$ cat src/i2a_pkg.sv
// shared constants, types and helpers for the integer to radix ascii block
package i2a_pkg;

    localparam int WORD_BITS_DEFAULT = 32;
    localparam int MAX_RADIX_DEFAULT = 36;
    localparam int DEFAULT_RADIX     = 10;
    localparam int STEP_BITS         = 8;
    localparam int RADIX_W           = 6;
    localparam int CHAR_W            = 7;
    localparam int LEN_W             = 6;
    localparam int QUEUE_DEPTH       = 2;

    localparam logic [CHAR_W-1:0] CHAR_ZERO    = 7'h30;
    localparam logic [CHAR_W-1:0] CHAR_LOWER_A = 7'h61;
    localparam logic [CHAR_W-1:0] CHAR_MINUS   = 7'h2d;

    typedef enum logic [1:0] {
        B_IDLE,
        B_DIVIDE,
        B_EMIT
    } back_state_t;

    // digit value to ascii, letters are lower case
    function automatic logic [CHAR_W-1:0] digit_char(input logic [RADIX_W-1:0] d);
        logic [CHAR_W-1:0] dx;
        dx = {1'b0, d};
        if (d < RADIX_W'(10))
            return CHAR_ZERO + dx;
        else
            return CHAR_LOWER_A + dx - CHAR_W'(10);
    endfunction

endpackage

$ cat src/i2a_ram.sv
// generic single write port, single read port ram with registered read
module i2a_ram #(
    parameter int WIDTH = 6,
    parameter int DEPTH = 32
) (
    input  logic                     clk,
    input  logic                     we,
    input  logic [$clog2(DEPTH)-1:0] waddr,
    input  logic [WIDTH-1:0]         wdata,
    input  logic                     re,
    input  logic [$clog2(DEPTH)-1:0] raddr,
    output logic [WIDTH-1:0]         rdata
);

    logic [WIDTH-1:0] mem_reg [DEPTH];
    logic [WIDTH-1:0] rdata_reg;

    always_ff @(posedge clk)
    begin
        if (we)
        begin
            mem_reg[waddr] <= wdata;
        end
        if (re)
        begin
            rdata_reg <= mem_reg[raddr];
        end
    end

    assign rdata = rdata_reg;

endmodule

$ cat src/i2a_queue.sv
// two entry word queue between the front and the back
module i2a_queue #(
    parameter int WIDTH = 39
) (
    input  logic             clk,
    input  logic             rst_n,
    input  logic             wr_en,
    input  logic [WIDTH-1:0] wdata,
    output logic             full,
    input  logic             rd_en,
    output logic             valid,
    output logic [WIDTH-1:0] rdata
);

    localparam int PTR_W = $clog2(i2a_pkg::QUEUE_DEPTH);
    localparam int CNT_W = $clog2(i2a_pkg::QUEUE_DEPTH + 1);

    logic [WIDTH-1:0] mem_reg [i2a_pkg::QUEUE_DEPTH];
    logic [PTR_W-1:0] wr_ptr_reg, wr_ptr_next;
    logic [PTR_W-1:0] rd_ptr_reg, rd_ptr_next;
    logic [CNT_W-1:0] count_reg, count_next;
    logic             do_wr, do_rd;

    assign full  = (count_reg == CNT_W'(i2a_pkg::QUEUE_DEPTH));
    assign valid = (count_reg != '0);
    assign rdata = mem_reg[rd_ptr_reg];
    assign do_wr = wr_en && !full;
    assign do_rd = rd_en && valid;

    always_comb
    begin
        wr_ptr_next = wr_ptr_reg;
        rd_ptr_next = rd_ptr_reg;
        count_next  = count_reg;
        if (do_wr)
        begin
            wr_ptr_next = (wr_ptr_reg == PTR_W'(i2a_pkg::QUEUE_DEPTH - 1)) ? '0
                                                                          : wr_ptr_reg + 1'b1;
        end
        if (do_rd)
        begin
            rd_ptr_next = (rd_ptr_reg == PTR_W'(i2a_pkg::QUEUE_DEPTH - 1)) ? '0
                                                                          : rd_ptr_reg + 1'b1;
        end
        if (do_wr && !do_rd)
        begin
            count_next = count_reg + 1'b1;
        end
        else if (do_rd && !do_wr)
        begin
            count_next = count_reg - 1'b1;
        end
    end

    always_ff @(posedge clk or negedge rst_n)
    begin
        if (!rst_n)
        begin
            wr_ptr_reg <= '0;
            rd_ptr_reg <= '0;
            count_reg  <= '0;
        end
        else
        begin
            wr_ptr_reg <= wr_ptr_next;
            rd_ptr_reg <= rd_ptr_next;
            count_reg  <= count_next;
        end
    end

    always_ff @(posedge clk)
    begin
        if (do_wr)
        begin
            mem_reg[wr_ptr_reg] <= wdata;
        end
    end

endmodule

$ cat src/i2a_front.sv
// front end: radix register, sign split and magnitude, base resolution
module i2a_front #(
    parameter int WORD_BITS = i2a_pkg::WORD_BITS_DEFAULT,
    parameter int MAX_RADIX = i2a_pkg::MAX_RADIX_DEFAULT
) (
    input  logic                         clk,
    input  logic                         rst_n,
    input  logic                         radix_we,
    input  logic [i2a_pkg::RADIX_W-1:0]  radix_wdata,
    input  logic [WORD_BITS-1:0]         value,
    output logic                         neg,
    output logic [WORD_BITS-1:0]         mag,
    output logic [i2a_pkg::RADIX_W-1:0]  base
);

    logic [i2a_pkg::RADIX_W-1:0] radix_reg, radix_next;

    always_comb
    begin
        radix_next = radix_we ? radix_wdata : radix_reg;
    end

    always_ff @(posedge clk or negedge rst_n)
    begin
        if (!rst_n)
        begin
            radix_reg <= i2a_pkg::RADIX_W'(i2a_pkg::DEFAULT_RADIX);
        end
        else
        begin
            radix_reg <= radix_next;
        end
    end

    // bad radix falls back to base ten
    always_comb
    begin
        if (radix_reg < i2a_pkg::RADIX_W'(2) || radix_reg > i2a_pkg::RADIX_W'(MAX_RADIX))
            base = i2a_pkg::RADIX_W'(i2a_pkg::DEFAULT_RADIX);
        else
            base = radix_reg;
    end

    // most negative value wraps to its unsigned magnitude
    assign neg = value[WORD_BITS-1];
    assign mag = neg ? (~value + 1'b1) : value;

endmodule

$ cat src/i2a_back.sv
// back end: digit extraction by long division and reversed character emission
module i2a_back #(
    parameter int WORD_BITS = i2a_pkg::WORD_BITS_DEFAULT
) (
    input  logic                         clk,
    input  logic                         rst_n,
    input  logic                         q_valid,
    input  logic                         q_neg,
    input  logic [WORD_BITS-1:0]         q_mag,
    input  logic [i2a_pkg::RADIX_W-1:0]  q_base,
    output logic                         q_pop,
    output logic                         empty,
    input  logic                         pop,
    output logic [i2a_pkg::CHAR_W-1:0]   character,
    output logic                         last,
    output logic [i2a_pkg::LEN_W-1:0]    length
);

    localparam int STEP   = i2a_pkg::STEP_BITS;
    localparam int CHUNKS = (WORD_BITS + STEP - 1) / STEP;
    localparam int QW     = CHUNKS * STEP;
    localparam int CHW    = (CHUNKS > 1) ? $clog2(CHUNKS) : 1;
    localparam int CNT_W  = $clog2(WORD_BITS + 2);
    localparam int AW     = $clog2(WORD_BITS);
    localparam int RW     = i2a_pkg::RADIX_W;

    i2a_pkg::back_state_t state_reg, state_next;

    logic [QW-1:0]    quo_reg, quo_next;
    logic [RW-1:0]    rem_reg, rem_next;
    logic [RW-1:0]    base_reg, base_next;
    logic             neg_reg, neg_next;
    logic [CHW-1:0]   chunk_reg, chunk_next;
    logic [CNT_W-1:0] dcount_reg, dcount_next;
    logic [CNT_W-1:0] remain_reg, remain_next;
    logic             data_ok_reg, data_ok_next;
    logic             sign_pend_reg, sign_pend_next;

    logic                          out_valid_reg, out_valid_next;
    logic [i2a_pkg::CHAR_W-1:0]    char_reg, char_next;
    logic                          last_reg, last_next;
    logic [i2a_pkg::LEN_W-1:0]     len_reg, len_next;

    logic [6:0]       step_r;
    logic [STEP-1:0]  qbits;
    logic [QW-1:0]    quo_shift;
    logic             chunk_done;
    logic [CNT_W-1:0] dcount_inc;
    logic             digits_done;
    logic [CNT_W-1:0] rd_idx;
    logic [RW-1:0]    ram_rdata;
    logic             ram_we, ram_re;
    logic             can_load, load_digit;

    // eight restoring steps, remainder stays below the base
    always_comb
    begin
        step_r = {1'b0, rem_reg};
        qbits  = '0;
        for (int i = 0; i < STEP; i++)
        begin
            step_r = {step_r[5:0], quo_reg[QW-1-i]};
            if (step_r >= {1'b0, base_reg})
            begin
                step_r       = step_r - {1'b0, base_reg};
                qbits[STEP-1-i] = 1'b1;
            end
        end
    end

    assign quo_shift   = QW'({quo_reg, qbits});
    assign chunk_done  = (chunk_reg == CHW'(CHUNKS - 1));
    assign dcount_inc  = dcount_reg + 1'b1;
    assign digits_done = (quo_shift == '0) || (dcount_inc == CNT_W'(WORD_BITS));
    assign rd_idx      = remain_reg - 1'b1;
    assign can_load    = !out_valid_reg || pop;
    assign load_digit  = (state_reg == i2a_pkg::B_EMIT) && !sign_pend_reg && data_ok_reg
                         && can_load;

    // next state
    always_comb
    begin
        state_next = state_reg;
        unique case (state_reg)
            i2a_pkg::B_IDLE:
            begin
                if (q_valid)
                    state_next = i2a_pkg::B_DIVIDE;
            end
            i2a_pkg::B_DIVIDE:
            begin
                if (chunk_done && digits_done)
                    state_next = i2a_pkg::B_EMIT;
            end
            i2a_pkg::B_EMIT:
            begin
                if (load_digit && remain_reg == '0)
                    state_next = i2a_pkg::B_IDLE;
            end
            default:
            begin
                state_next = i2a_pkg::B_IDLE;
            end
        endcase
    end

    // datapath and outputs
    always_comb
    begin
        quo_next       = quo_reg;
        rem_next       = rem_reg;
        base_next      = base_reg;
        neg_next       = neg_reg;
        chunk_next     = chunk_reg;
        dcount_next    = dcount_reg;
        remain_next    = remain_reg;
        data_ok_next   = data_ok_reg;
        sign_pend_next = sign_pend_reg;
        out_valid_next = out_valid_reg && !pop;
        char_next      = char_reg;
        last_next      = last_reg;
        len_next       = len_reg;
        q_pop          = 1'b0;
        ram_we         = 1'b0;
        ram_re         = 1'b0;
        unique case (state_reg)
            i2a_pkg::B_IDLE:
            begin
                if (q_valid)
                begin
                    q_pop       = 1'b1;
                    quo_next    = QW'(q_mag);
                    base_next   = q_base;
                    neg_next    = q_neg;
                    rem_next    = '0;
                    chunk_next  = '0;
                    dcount_next = '0;
                end
            end
            i2a_pkg::B_DIVIDE:
            begin
                quo_next   = quo_shift;
                rem_next   = step_r[RW-1:0];
                chunk_next = chunk_reg + 1'b1;
                if (chunk_done)
                begin
                    ram_we      = 1'b1;
                    rem_next    = '0;
                    chunk_next  = '0;
                    dcount_next = dcount_inc;
                    if (digits_done)
                    begin
                        remain_next    = dcount_inc;
                        data_ok_next   = 1'b0;
                        sign_pend_next = neg_reg;
                    end
                end
            end
            i2a_pkg::B_EMIT:
            begin
                if (sign_pend_reg && can_load)
                begin
                    sign_pend_next = 1'b0;
                    out_valid_next = 1'b1;
                    char_next      = i2a_pkg::CHAR_MINUS;
                    last_next      = 1'b0;
                    len_next       = '0;
                end
                else if (load_digit)
                begin
                    data_ok_next   = 1'b0;
                    out_valid_next = 1'b1;
                    char_next      = i2a_pkg::digit_char(ram_rdata);
                    last_next      = (remain_reg == '0);
                    len_next       = (remain_reg == '0)
                                     ? i2a_pkg::LEN_W'(dcount_reg + CNT_W'(neg_reg)) : '0;
                end
                // prefetch the next digit, highest first
                if (remain_reg != '0 && (!data_ok_reg || load_digit))
                begin
                    ram_re       = 1'b1;
                    remain_next  = rd_idx;
                    data_ok_next = 1'b1;
                end
            end
            default:
            begin
            end
        endcase
    end

    always_ff @(posedge clk or negedge rst_n)
    begin
        if (!rst_n)
        begin
            state_reg     <= i2a_pkg::B_IDLE;
            chunk_reg     <= '0;
            dcount_reg    <= '0;
            remain_reg    <= '0;
            data_ok_reg   <= 1'b0;
            sign_pend_reg <= 1'b0;
            out_valid_reg <= 1'b0;
        end
        else
        begin
            state_reg     <= state_next;
            chunk_reg     <= chunk_next;
            dcount_reg    <= dcount_next;
            remain_reg    <= remain_next;
            data_ok_reg   <= data_ok_next;
            sign_pend_reg <= sign_pend_next;
            out_valid_reg <= out_valid_next;
        end
    end

    always_ff @(posedge clk)
    begin
        quo_reg  <= quo_next;
        rem_reg  <= rem_next;
        base_reg <= base_next;
        neg_reg  <= neg_next;
        char_reg <= char_next;
        last_reg <= last_next;
        len_reg  <= len_next;
    end

    i2a_ram #(
        .WIDTH (RW),
        .DEPTH (WORD_BITS)
    ) u_digits (
        .clk   (clk),
        .we    (ram_we),
        .waddr (dcount_reg[AW-1:0]),
        .wdata (step_r[RW-1:0]),
        .re    (ram_re),
        .raddr (rd_idx[AW-1:0]),
        .rdata (ram_rdata)
    );

    assign empty     = !out_valid_reg;
    assign character = char_reg;
    assign last      = last_reg;
    assign length    = len_reg;

    a_digit_room: assert property (@(posedge clk) disable iff (!rst_n)
        (state_reg == i2a_pkg::B_DIVIDE) |-> (dcount_reg < CNT_W'(WORD_BITS)))
        else $error("digit count past buffer depth");

    a_remain_bound: assert property (@(posedge clk) disable iff (!rst_n)
        (state_reg == i2a_pkg::B_EMIT) |-> (remain_reg <= dcount_reg))
        else $error("emission index beyond digits produced");

    a_sign_neg: assert property (@(posedge clk) disable iff (!rst_n)
        (state_reg == i2a_pkg::B_EMIT && sign_pend_reg) |-> neg_reg)
        else $error("minus pending on a non-negative number");

    a_sign_first: assert property (@(posedge clk) disable iff (!rst_n)
        (state_reg == i2a_pkg::B_DIVIDE && chunk_done && digits_done)
        |=> (sign_pend_reg == neg_reg) && (remain_reg == dcount_reg))
        else $error("emission not primed from division result");

endmodule

$ cat src/integer_to_radix_ascii.sv
// top level: signed integer to ascii text in a configurable base
//
// input side is a queue: drive value and raise push, the word is taken on a
// rising edge with push high and full low. the front classifies it (sign,
// magnitude, effective base) into a two entry queue, so up to two numbers
// can wait while the back converts the current one.
// output side is a queue too: while empty is low, character/last/length hold
// the oldest character; it is taken on an edge with pop high. characters come
// most significant first, a minus first for negatives, and last flags the
// final one, which carries the total length.
// radix is written with radix_we/radix_wdata while idle; 0, 1 and values
// above the largest base convert in base ten.
// conversion: the back pops a word from the queue, extracts its digits into
// the digit ram with the restoring divider, primes the ram for reading (a
// minus goes out here) and then emits the digits, most significant first,
// as pop takes them.
// a stalled receiver holds the output register and stops emission; the
// front keeps accepting until its queue fills.
// reset clears the radix to ten and empties both queues; no clearing pass.
module integer_to_radix_ascii #(
    parameter int WORD_BITS = i2a_pkg::WORD_BITS_DEFAULT,
    parameter int MAX_RADIX = i2a_pkg::MAX_RADIX_DEFAULT
) (
    input  logic                         clk,
    input  logic                         rst_n,
    input  logic                         radix_we,
    input  logic [i2a_pkg::RADIX_W-1:0]  radix_wdata,
    input  logic                         push,
    output logic                         full,
    input  logic [WORD_BITS-1:0]         value,
    output logic                         empty,
    input  logic                         pop,
    output logic [i2a_pkg::CHAR_W-1:0]   character,
    output logic                         last,
    output logic [i2a_pkg::LEN_W-1:0]    length
);

    localparam int RW = i2a_pkg::RADIX_W;
    localparam int QD = 1 + RW + WORD_BITS;

    // classified word from the front
    logic                 f_neg;
    logic [WORD_BITS-1:0] f_mag;
    logic [RW-1:0]        f_base;

    // queue head toward the back
    logic          q_valid, q_pop;
    logic [QD-1:0] q_rdata;

    i2a_front #(
        .WORD_BITS (WORD_BITS),
        .MAX_RADIX (MAX_RADIX)
    ) u_front (
        .clk         (clk),
        .rst_n       (rst_n),
        .radix_we    (radix_we),
        .radix_wdata (radix_wdata),
        .value       (value),
        .neg         (f_neg),
        .mag         (f_mag),
        .base        (f_base)
    );

    // packed as sign, base, magnitude
    i2a_queue #(
        .WIDTH (QD)
    ) u_queue (
        .clk   (clk),
        .rst_n (rst_n),
        .wr_en (push),
        .wdata ({f_neg, f_base, f_mag}),
        .full  (full),
        .rd_en (q_pop),
        .valid (q_valid),
        .rdata (q_rdata)
    );

    i2a_back #(
        .WORD_BITS (WORD_BITS)
    ) u_back (
        .clk       (clk),
        .rst_n     (rst_n),
        .q_valid   (q_valid),
        .q_neg     (q_rdata[QD-1]),
        .q_mag     (q_rdata[WORD_BITS-1:0]),
        .q_base    (q_rdata[QD-2:WORD_BITS]),
        .q_pop     (q_pop),
        .empty     (empty),
        .pop       (pop),
        .character (character),
        .last      (last),
        .length    (length)
    );

endmodule

$ cat config.mk
export PLATFORM = sky130hd
export DESIGN_NAME = integer_to_radix_ascii
export DESIGN_NICKNAME = d
export VERILOG_FILES = /design/src/i2a_pkg.sv /design/src/i2a_ram.sv /design/src/i2a_queue.sv /design/src/i2a_front.sv /design/src/i2a_back.sv /design/src/integer_to_radix_ascii.sv
export SDC_FILE = /design/constraint.sdc
export NUM_CORES = 1
export LEC_CHECK = 0
export BUFFER_PORTS_ARGS = -buffer_cell sky130_fd_sc_hd__buf_2
export CAP_MARGIN = 10
export CORE_MARGIN = 1
export CORE_UTILIZATION = 55
export DETAILED_ROUTE_END_ITERATION = 7
export GPL_TIMING_DRIVEN = 0
export MAX_ROUTING_LAYER = met4
export PLACE_DENSITY = 0.72
export REMOVE_ABC_BUFFERS = 1
export SLEW_MARGIN = 5
export SYNTH_ARGS = -nofsm -noshare
export SYNTH_HDL_FRONTEND = slang
export SYNTH_SLANG_ARGS = --single-unit
$ cat constraint.sdc
create_clock -name clk -period 22.2 [get_ports clk]
set_input_delay 5.55 -clock clk [delete_from_list [all_inputs] [get_ports clk]]
set_output_delay 5.55 -clock clk [all_outputs]
set_load 0.02 [all_outputs]
=== Yosys cells after proc, flatten, opt, wreduce, memory -nomap -nowiden ===
Memory sizes are Yosys's and may differ from the RTL's. A register that Yosys moved wholly into a read port is not among the register bits.
Cells that the tools add are included.

* Register bits after elaboration: 88
* Bits in writable memories: 270
* Bits of input ports: 43
* Output and inout bits: 16
* Memories kept: 2

{| class="wikitable"
|+ Memory list
! name !! words !! width !! read ports !! clocked after Yosys merged registers in !! wr ports !! RTL line !! text
|-
| u_back.u_digits.mem_reg || 32 || 6 || 1 || 1 || 1 || i2a_ram.sv:15 || <nowiki>logic [WIDTH-1:0] mem_reg [DEPTH];</nowiki>
|-
| u_queue.mem_reg || 2 || 39 || 1 || 0 || 1 || i2a_queue.sv:18 || <nowiki>logic [WIDTH-1:0] mem_reg [i2a_pkg::QUEUE_DEPTH];</nowiki>
|}

* $add $sub $neg: 20
* Magnitude comparators: 11
* Equal/unequal tests: 14
* Mux-type cells: 68
* Bitwise logic cells: 1
* Reduce and logical (&&, ||, !) cells: 40

{| class="wikitable"
|+ Operators with widths
! kind !! count
|-
| two-way mux 6 bit || 17
|-
| two-way mux 32 bit || 2
|-
| case mux 32 bit (2 select lines) || 1
|-
| >= comparator 7 x 6 -> 1 bit || 8
|-
| subtractor 6 bit || 8
|-
| case mux 6 bit (2 select lines) || 3
|-
| adder 32 x 1 -> 32 bit (second input constant) || 1
|-
| logical NOT 32 bit || 1
|-
| two-way mux 1 bit || 32
|-
| inverter 32 bit || 1
|-
| two-way mux 2 bit || 7
|-
| two-way mux 7 bit || 2
|-
| logical AND 1 bit || 12
|-
| nonzero test 2 bit || 5
|-
| inequality test 2 bit (second input constant) || 4
|-
| AND reduction 4 bit || 2
|-
| adder 6 x 6 -> 7 bit (first input constant) || 1
|-
| adder 7 x 6 -> 7 bit (first input constant) || 1
|-
| logical NOT 1 bit || 7
|-
| subtractor 7 x 4 -> 7 bit (second input constant) || 1
|-
| adder 6 x 1 -> 6 bit || 1
|-
| adder 6 x 1 -> 6 bit (second input constant) || 1
|-
| == test 2 bit (second input constant) || 3
|-
| == test 6 bit (second input constant) || 1
|-
| other kinds (21) || 32
|}

=== Longest topological paths before layout ===
* Depth after elaboration: 21
* Depth in mapped cells: 83
* Mapped depth without buffers: 79

=== Modules after synthesis ===
From an unflattened synthesis, not the netlist that was laid out.

* Cells, all modules: 1331
* Area, all modules: 18296.3 um^2

{| class="wikitable"
|+ Modules (own cells, without submodules)
! module !! times used !! cells each !! area each (um^2) !! seq. area each (um^2)
|-
| i2a_ram || 1 || 323 || 7649.8 || 5945.7
|-
| i2a_back || 1 || 744 || 6597.6 || 2247.2
|-
| i2a_queue || 1 || 140 || 3026.7 || 2442.3
|-
| i2a_front || 1 || 124 || 1022.2 || 152.6
|}

=== Worst setup path before layout ===
Ideal clock, no wire load.

* Path type: register -> register
* Start point: register u_back.base_reg[1]
* End point: register u_back.rem_reg[0] (data pin)
* Setup time: 152 ps
* Data arrival time: 17498 ps
* Required time: 22048 ps
* Path slack: 4550 ps
* Stages on the path, launching flop included: 79
* Clock period less this slack: 17650 ps
* Cells stage by stage: edfxtp_1 > inv_1 > ha_1 > nand2b_1 > a211o_1 > nand3_1 > o21ai_0 > inv_1 > ha_1 > nor2b_1 > o31a_1 > o311ai_1 > nand2_1 > nor2_2 > nor2_1 > a21oi_1 > inv_1 > ha_1 > [43 not listed] > a21o_1 > a21o_1 > a211oi_1 > nand2_1 > a21oi_1 > a41oi_2 > mux2i_1 > ha_1 > a21o_1 > a21o_1 > a21o_1 > a21o_1 > a211oi_1 > o31ai_1 > a221o_1 > buf_6 > mux2i_1 > nor3b_2

* Longest elaborated chain between the ends: 18
* Elaborated cells between the ends (all ways): 25

{| class="wikitable"
|+ Ends and longest elaborated chain
! item !! RTL line !! text
|-
| start: declaration || i2a_back.sv:31 || <nowiki>logic [RW-1:0] base_reg, base_next;</nowiki>
|-
| start signal: assignment || i2a_back.sv:220 || <nowiki>base_reg <= base_next;</nowiki>
|-
| subtractor 6 bit or >= comparator 7 x 6 -> 1 bit (tied branches) || i2a_back.sv:65, i2a_back.sv:63 ||
|-
| two-way mux 6 bit || i2a_back.sv:63 || <nowiki>if (step_r >= {1'b0, base_reg})</nowiki>
|-
| subtractor 6 bit or >= comparator 7 x 6 -> 1 bit (tied branches) || i2a_back.sv:65, i2a_back.sv:63 ||
|-
| two-way mux 6 bit || i2a_back.sv:63 ||
|-
| subtractor 6 bit or >= comparator 7 x 6 -> 1 bit (tied branches) || i2a_back.sv:65, i2a_back.sv:63 ||
|-
| two-way mux 6 bit || i2a_back.sv:63 ||
|-
| subtractor 6 bit or >= comparator 7 x 6 -> 1 bit (tied branches) || i2a_back.sv:65, i2a_back.sv:63 ||
|-
| two-way mux 6 bit || i2a_back.sv:63 ||
|-
| [3 not listed] || - ||
|-
| two-way mux 6 bit || i2a_back.sv:63 ||
|-
| subtractor 6 bit or >= comparator 7 x 6 -> 1 bit (tied branches) || i2a_back.sv:65, i2a_back.sv:63 ||
|-
| two-way mux 6 bit || i2a_back.sv:63 ||
|-
| >= comparator 7 x 6 -> 1 bit (*) || i2a_back.sv:63 ||
|-
| two-way mux 6 bit (*) || i2a_back.sv:63 ||
|-
| named net u_back.step_r[0] || i2a_back.sv:44 || <nowiki>logic [6:0] step_r;</nowiki>
|-
| two-way mux 6 bit (*) || i2a_back.sv:145 || <nowiki>if (chunk_done)</nowiki>
|-
| case mux 6 bit (2 select lines) (*) || i2a_back.sv:126 || <nowiki>unique case (state_reg)</nowiki>
|-
| end signal: assignment || i2a_back.sv:219 || <nowiki>rem_reg <= rem_next;</nowiki>
|-
| end: declaration || i2a_back.sv:30 || <nowiki>logic [RW-1:0] rem_reg, rem_next;</nowiki>
|}

The timed path passes the listed nets; every way through them passes the cells marked *.
A chain may end at the register's enable or synchronous reset.

=== Final worst setup path ===
* Start point: register u_back.base_reg[1]
* End point: register u_back.rem_reg[3] (data pin)

* Longest elaborated chain between the ends: 18
* Elaborated cells between the ends (all ways): 26

{| class="wikitable"
|+ Ends and longest elaborated chain
! item !! RTL line
|-
| subtractor 6 bit or >= comparator 7 x 6 -> 1 bit (tied branches) || i2a_back.sv:65, i2a_back.sv:63
|-
| two-way mux 6 bit || i2a_back.sv:63
|-
| subtractor 6 bit or >= comparator 7 x 6 -> 1 bit (tied branches) || i2a_back.sv:65, i2a_back.sv:63
|-
| two-way mux 6 bit || i2a_back.sv:63
|-
| subtractor 6 bit or >= comparator 7 x 6 -> 1 bit (tied branches) || i2a_back.sv:65, i2a_back.sv:63
|-
| two-way mux 6 bit || i2a_back.sv:63
|-
| subtractor 6 bit or >= comparator 7 x 6 -> 1 bit (tied branches) || i2a_back.sv:65, i2a_back.sv:63
|-
| two-way mux 6 bit || i2a_back.sv:63
|-
| [3 not listed] || -
|-
| two-way mux 6 bit || i2a_back.sv:63
|-
| subtractor 6 bit or >= comparator 7 x 6 -> 1 bit (tied branches) || i2a_back.sv:65, i2a_back.sv:63
|-
| two-way mux 6 bit || i2a_back.sv:63
|-
| subtractor 6 bit or >= comparator 7 x 6 -> 1 bit (tied branches) || i2a_back.sv:65, i2a_back.sv:63
|-
| two-way mux 6 bit (*) || i2a_back.sv:63
|-
| named net u_back.step_r[3] || i2a_back.sv:44
|-
| two-way mux 6 bit (*) || i2a_back.sv:145
|-
| case mux 6 bit (2 select lines) (*) || i2a_back.sv:126
|}

Marked as above.

==> parameters.txt <==
Parameter                              Value

Outcome
  Result of the run ... finished, final reports clean

Floorplanning
  Initial cell density of the core ... 0.562
  Ports ... 59
  Number of placement rows ... 66
  Die X-Extent ... 185 um
  Floorplan Core Area ... 32600 um^2
  Die Y-Extent ... 185 um
  Die ar. ... 34000 um^2

Cells and area
  Layout cell share with drive strength beyond 1 ... 0.182
  Flip-flop count of the largest register, all copies and words added ... 192
  Design Area, Final ... 20400 um^2
  Final layout net count ... 1508
  Layout overhead on the synthesized area ... 11.4%
  N_diodes ... 0

Clock network
  Maximum clock insertion buffer count ... 3
  CTS H-Tree Depth ... 2
  Root buffer selected by CTS ... sky130_fd_sc_hd__clkbuf_16
  CTS tree ... yes
  CTS sink count ... 364
  Number of buffers inserted for hold repair after clock tree synthesis ... 0
  Clock network latency to the later pin of the worst-skew pair ... 530 ps
  CTS buffer count ... 38
  Reg clk slew, reported paths ... 60 ps

Logic synthesis
  Yosys warning total ... 0
  Fraction of synthesis flops using an asynchronous set or reset pin ... 0.0797
  Number of distinct standard cells referenced by the synthesized netlist ... 87
  Seq/Total Area, Yosys ... 0.589
  Synthesis-stage register bit count ... 364
  EDFF count, synth ... 335
  Cell area after technology mapping ... 18300 um^2
  Ys flop type ... sky130_fd_sc_hd__edfxtp_1
  Count of mapped cells out of synthesis ... 1327
  Syn_area_per_cell ... 13.8 um^2

Timing
  Worst clock skew ... 17.4 ps
  Highest attainable clock frequency ... 0.0480 GHz
  Final setup violation count ... 0
  Slew HR ... 0.247
  Fin crit period ... 20830 ps
  Max Slew Vio Count ... 0
  Final hold viol count ... 0
  Least-Margin Pin Slew ... 1110 ps
  Period utilization ... 0.938

Critical path
  Stage delay of the slowest cell on the critical path ... 810 ps
  Start-to-end type of the worst setup path ... flop to flop
  Arrival time reported for the critical path endpoint ... 21090 ps
  Required time of the critical path ... 22460 ps
  Critical Path Fanout Max ... 33
  CP Launch Type ... flop
  Critical Path Most Common Cell ... sky130_fd_sc_hd__ha_1
  Capturing element type of the critical path ... flop
  Slowest cell on the critical path ... sky130_fd_sc_hd__edfxtp_1

Place
  Weighted congestion at the end of routability-driven global placement ... 0.940
  Instance area after placement ... 19200 um^2
  Port Buffer Count ... 58
  HPWL after detailed placement ... 26100 um

Routing
  Router iterations before antenna repair ... 5
  Total detailed-routing wirelength ... 38000 um
  # DRC ... 0
  Routed wirelength normalized by instance count ... 20.4 um
  Detail Route Antenna Nets ... 0
  Drt initial violations ... 1016
  Number of vias per cell ... 6.00
  Vias after detailed routing ... 11170

GRT
  Largest net degree at the start of global routing ... 41
  Number of global-route vias before repair ... 10839
  Tot GR Track Use ... 0.237
  Remaining Overflow, GRT ... 0
  First-pass GRT wire length ... 59400 um
  Initial antenna violation count ... 0

Run
  Number of max-capacitance violations reported ... 0

Worst hold path
  Type of the tightest min-delay check ... flop to flop
critical path: cells and delay by family, from the launching register on:
family	cells	cell delay, ps
AOI/OAI and AO/OA	34	9150
adders and majority gates	8	2350
buffers and inverters	7	870
DFF	1	810
muxes	6	2460
and+or+nand+nor	21	4870
path summary, 6_finish.rpt:
kind	cells after the start	end	startpoint	slack (ps)
setup / recovery	76	u_back.rem_reg[3]	u_back.base_reg[1]	1370
hold / removal	1	u_queue.count_reg[1]	u_queue.count_reg[1]	500
setup reg to reg	76	u_back.rem_reg[3]	u_back.base_reg[1]	1370
hold reg to reg	1	u_queue.count_reg[1]	u_queue.count_reg[1]	500
max in group asynchronous	1	u_back.remain_reg[0]	rst_n	16560
min in group asynchronous	1	u_back.sign_pend_reg	rst_n	5080
kinds of logic after synthesis:
logic type | count (synthesis) | synth area share
compound gates | 234 | 0.0853
xor+xnor | 73 | 0.0349
fa+ha+maj | 73 | 0.0531
buf+inv | 105 | 0.0227
flops | 364 | 0.589
mux | 146 | 0.124
simple gates | 332 | 0.0908
synthesized netlist by cell type, drive strengths merged, types with 11 or more instances:
| library cell | instances | area (um^2) |
|---|---|---|
| edfxtp | 335 | 10100 |
| nand2 | 93 | 357 |
| nor2 | 88 | 338 |
| o21ai | 81 | 405 |
| ha | 65 | 813 |
| mux4 | 60 | 1350 |
| inv | 59 | 221 |
| xnor2 | 55 | 482 |
| mux2i | 50 | 500 |
| a21oi | 39 | 210 |
| clkbuf | 36 | 135 |
| mux2 | 36 | 424 |
| dfrtp | 27 | 676 |
| nand3 | 24 | 120 |
| nand2b | 21 | 131 |
| nor2b | 18 | 113 |
| o31ai | 18 | 145 |
| xor2 | 18 | 158 |
| or3 | 14 | 92.6 |
| a21o | 13 | 97.6 |
| nor3 | 12 | 65.1 |
| nor4 | 11 | 68.8 |
cell usage in the layout, fill, tap and decap left out, types with 8 or more instances in the layout:
cell type and n:
sky130_fd_sc_hd__a211oi_1 8, sky130_fd_sc_hd__a21o_1 13, sky130_fd_sc_hd__a21oi_1 36, sky130_fd_sc_hd__buf_2 58
sky130_fd_sc_hd__clkbuf_1 11, sky130_fd_sc_hd__clkbuf_16 39, sky130_fd_sc_hd__clkinv_1 8, sky130_fd_sc_hd__dfrtp_1 25
sky130_fd_sc_hd__edfxtp_1 335, sky130_fd_sc_hd__fa_1 8, sky130_fd_sc_hd__ha_1 63, sky130_fd_sc_hd__inv_1 57
sky130_fd_sc_hd__mux2_2 31, sky130_fd_sc_hd__mux2i_1 49, sky130_fd_sc_hd__mux4_2 60, sky130_fd_sc_hd__nand2_1 92
sky130_fd_sc_hd__nand2b_1 21, sky130_fd_sc_hd__nand3_1 24, sky130_fd_sc_hd__nand4_1 10, sky130_fd_sc_hd__nor2_1 83
sky130_fd_sc_hd__nor2b_1 18, sky130_fd_sc_hd__nor3_1 11, sky130_fd_sc_hd__nor4_1 11, sky130_fd_sc_hd__o21a_1 10
sky130_fd_sc_hd__o21ai_0 79, sky130_fd_sc_hd__o31ai_1 16, sky130_fd_sc_hd__o41ai_1 9, sky130_fd_sc_hd__or3_1 13
sky130_fd_sc_hd__xnor2_1 53, sky130_fd_sc_hd__xor2_1 18
layout make-up:
cell class | instances | area, um^2
sequential | 364 | 10800
inverter | 59 | 225
clock inverter | 17 | 119
multi-input combinational | 859 | 7190
timing repair buffer | 70 | 483
tap | 442 | 553
clock buffer | 52 | 1040
fill | 2469 | 12200
layer usage:
layer	up-vias	wire [um]	global-route usage
met5	-	0	-
met4	0	681	0.0540
met3	58	1960	0.0259
met2	365	17800	0.361
met1	5514	17500	0.344
li1	5233	-	-
through the flow:
step	util	std cells	setup WS (ps)	setup TNS (ps)	hold WS, ps
after CTS	0.623	1857	720	0	506
after global routing	0.626	1863	-29.6	-72.6	516
after detailed placement	0.587	1788	797	0	495
final	0.626	1863	1370	0	503
after floorplan	-	1281	4570	0	461
after global placement	0.582	1781	-97.0	-1800	476
what timing repair did:
item,in CTS,in global routing
endpoints found under the setup margin,0,209
resized for setup,0,6
buffers inserted,0,5
Power is not shown: default switching activity piles up to over one toggle a cycle in this logic, so the estimate is an artifact.
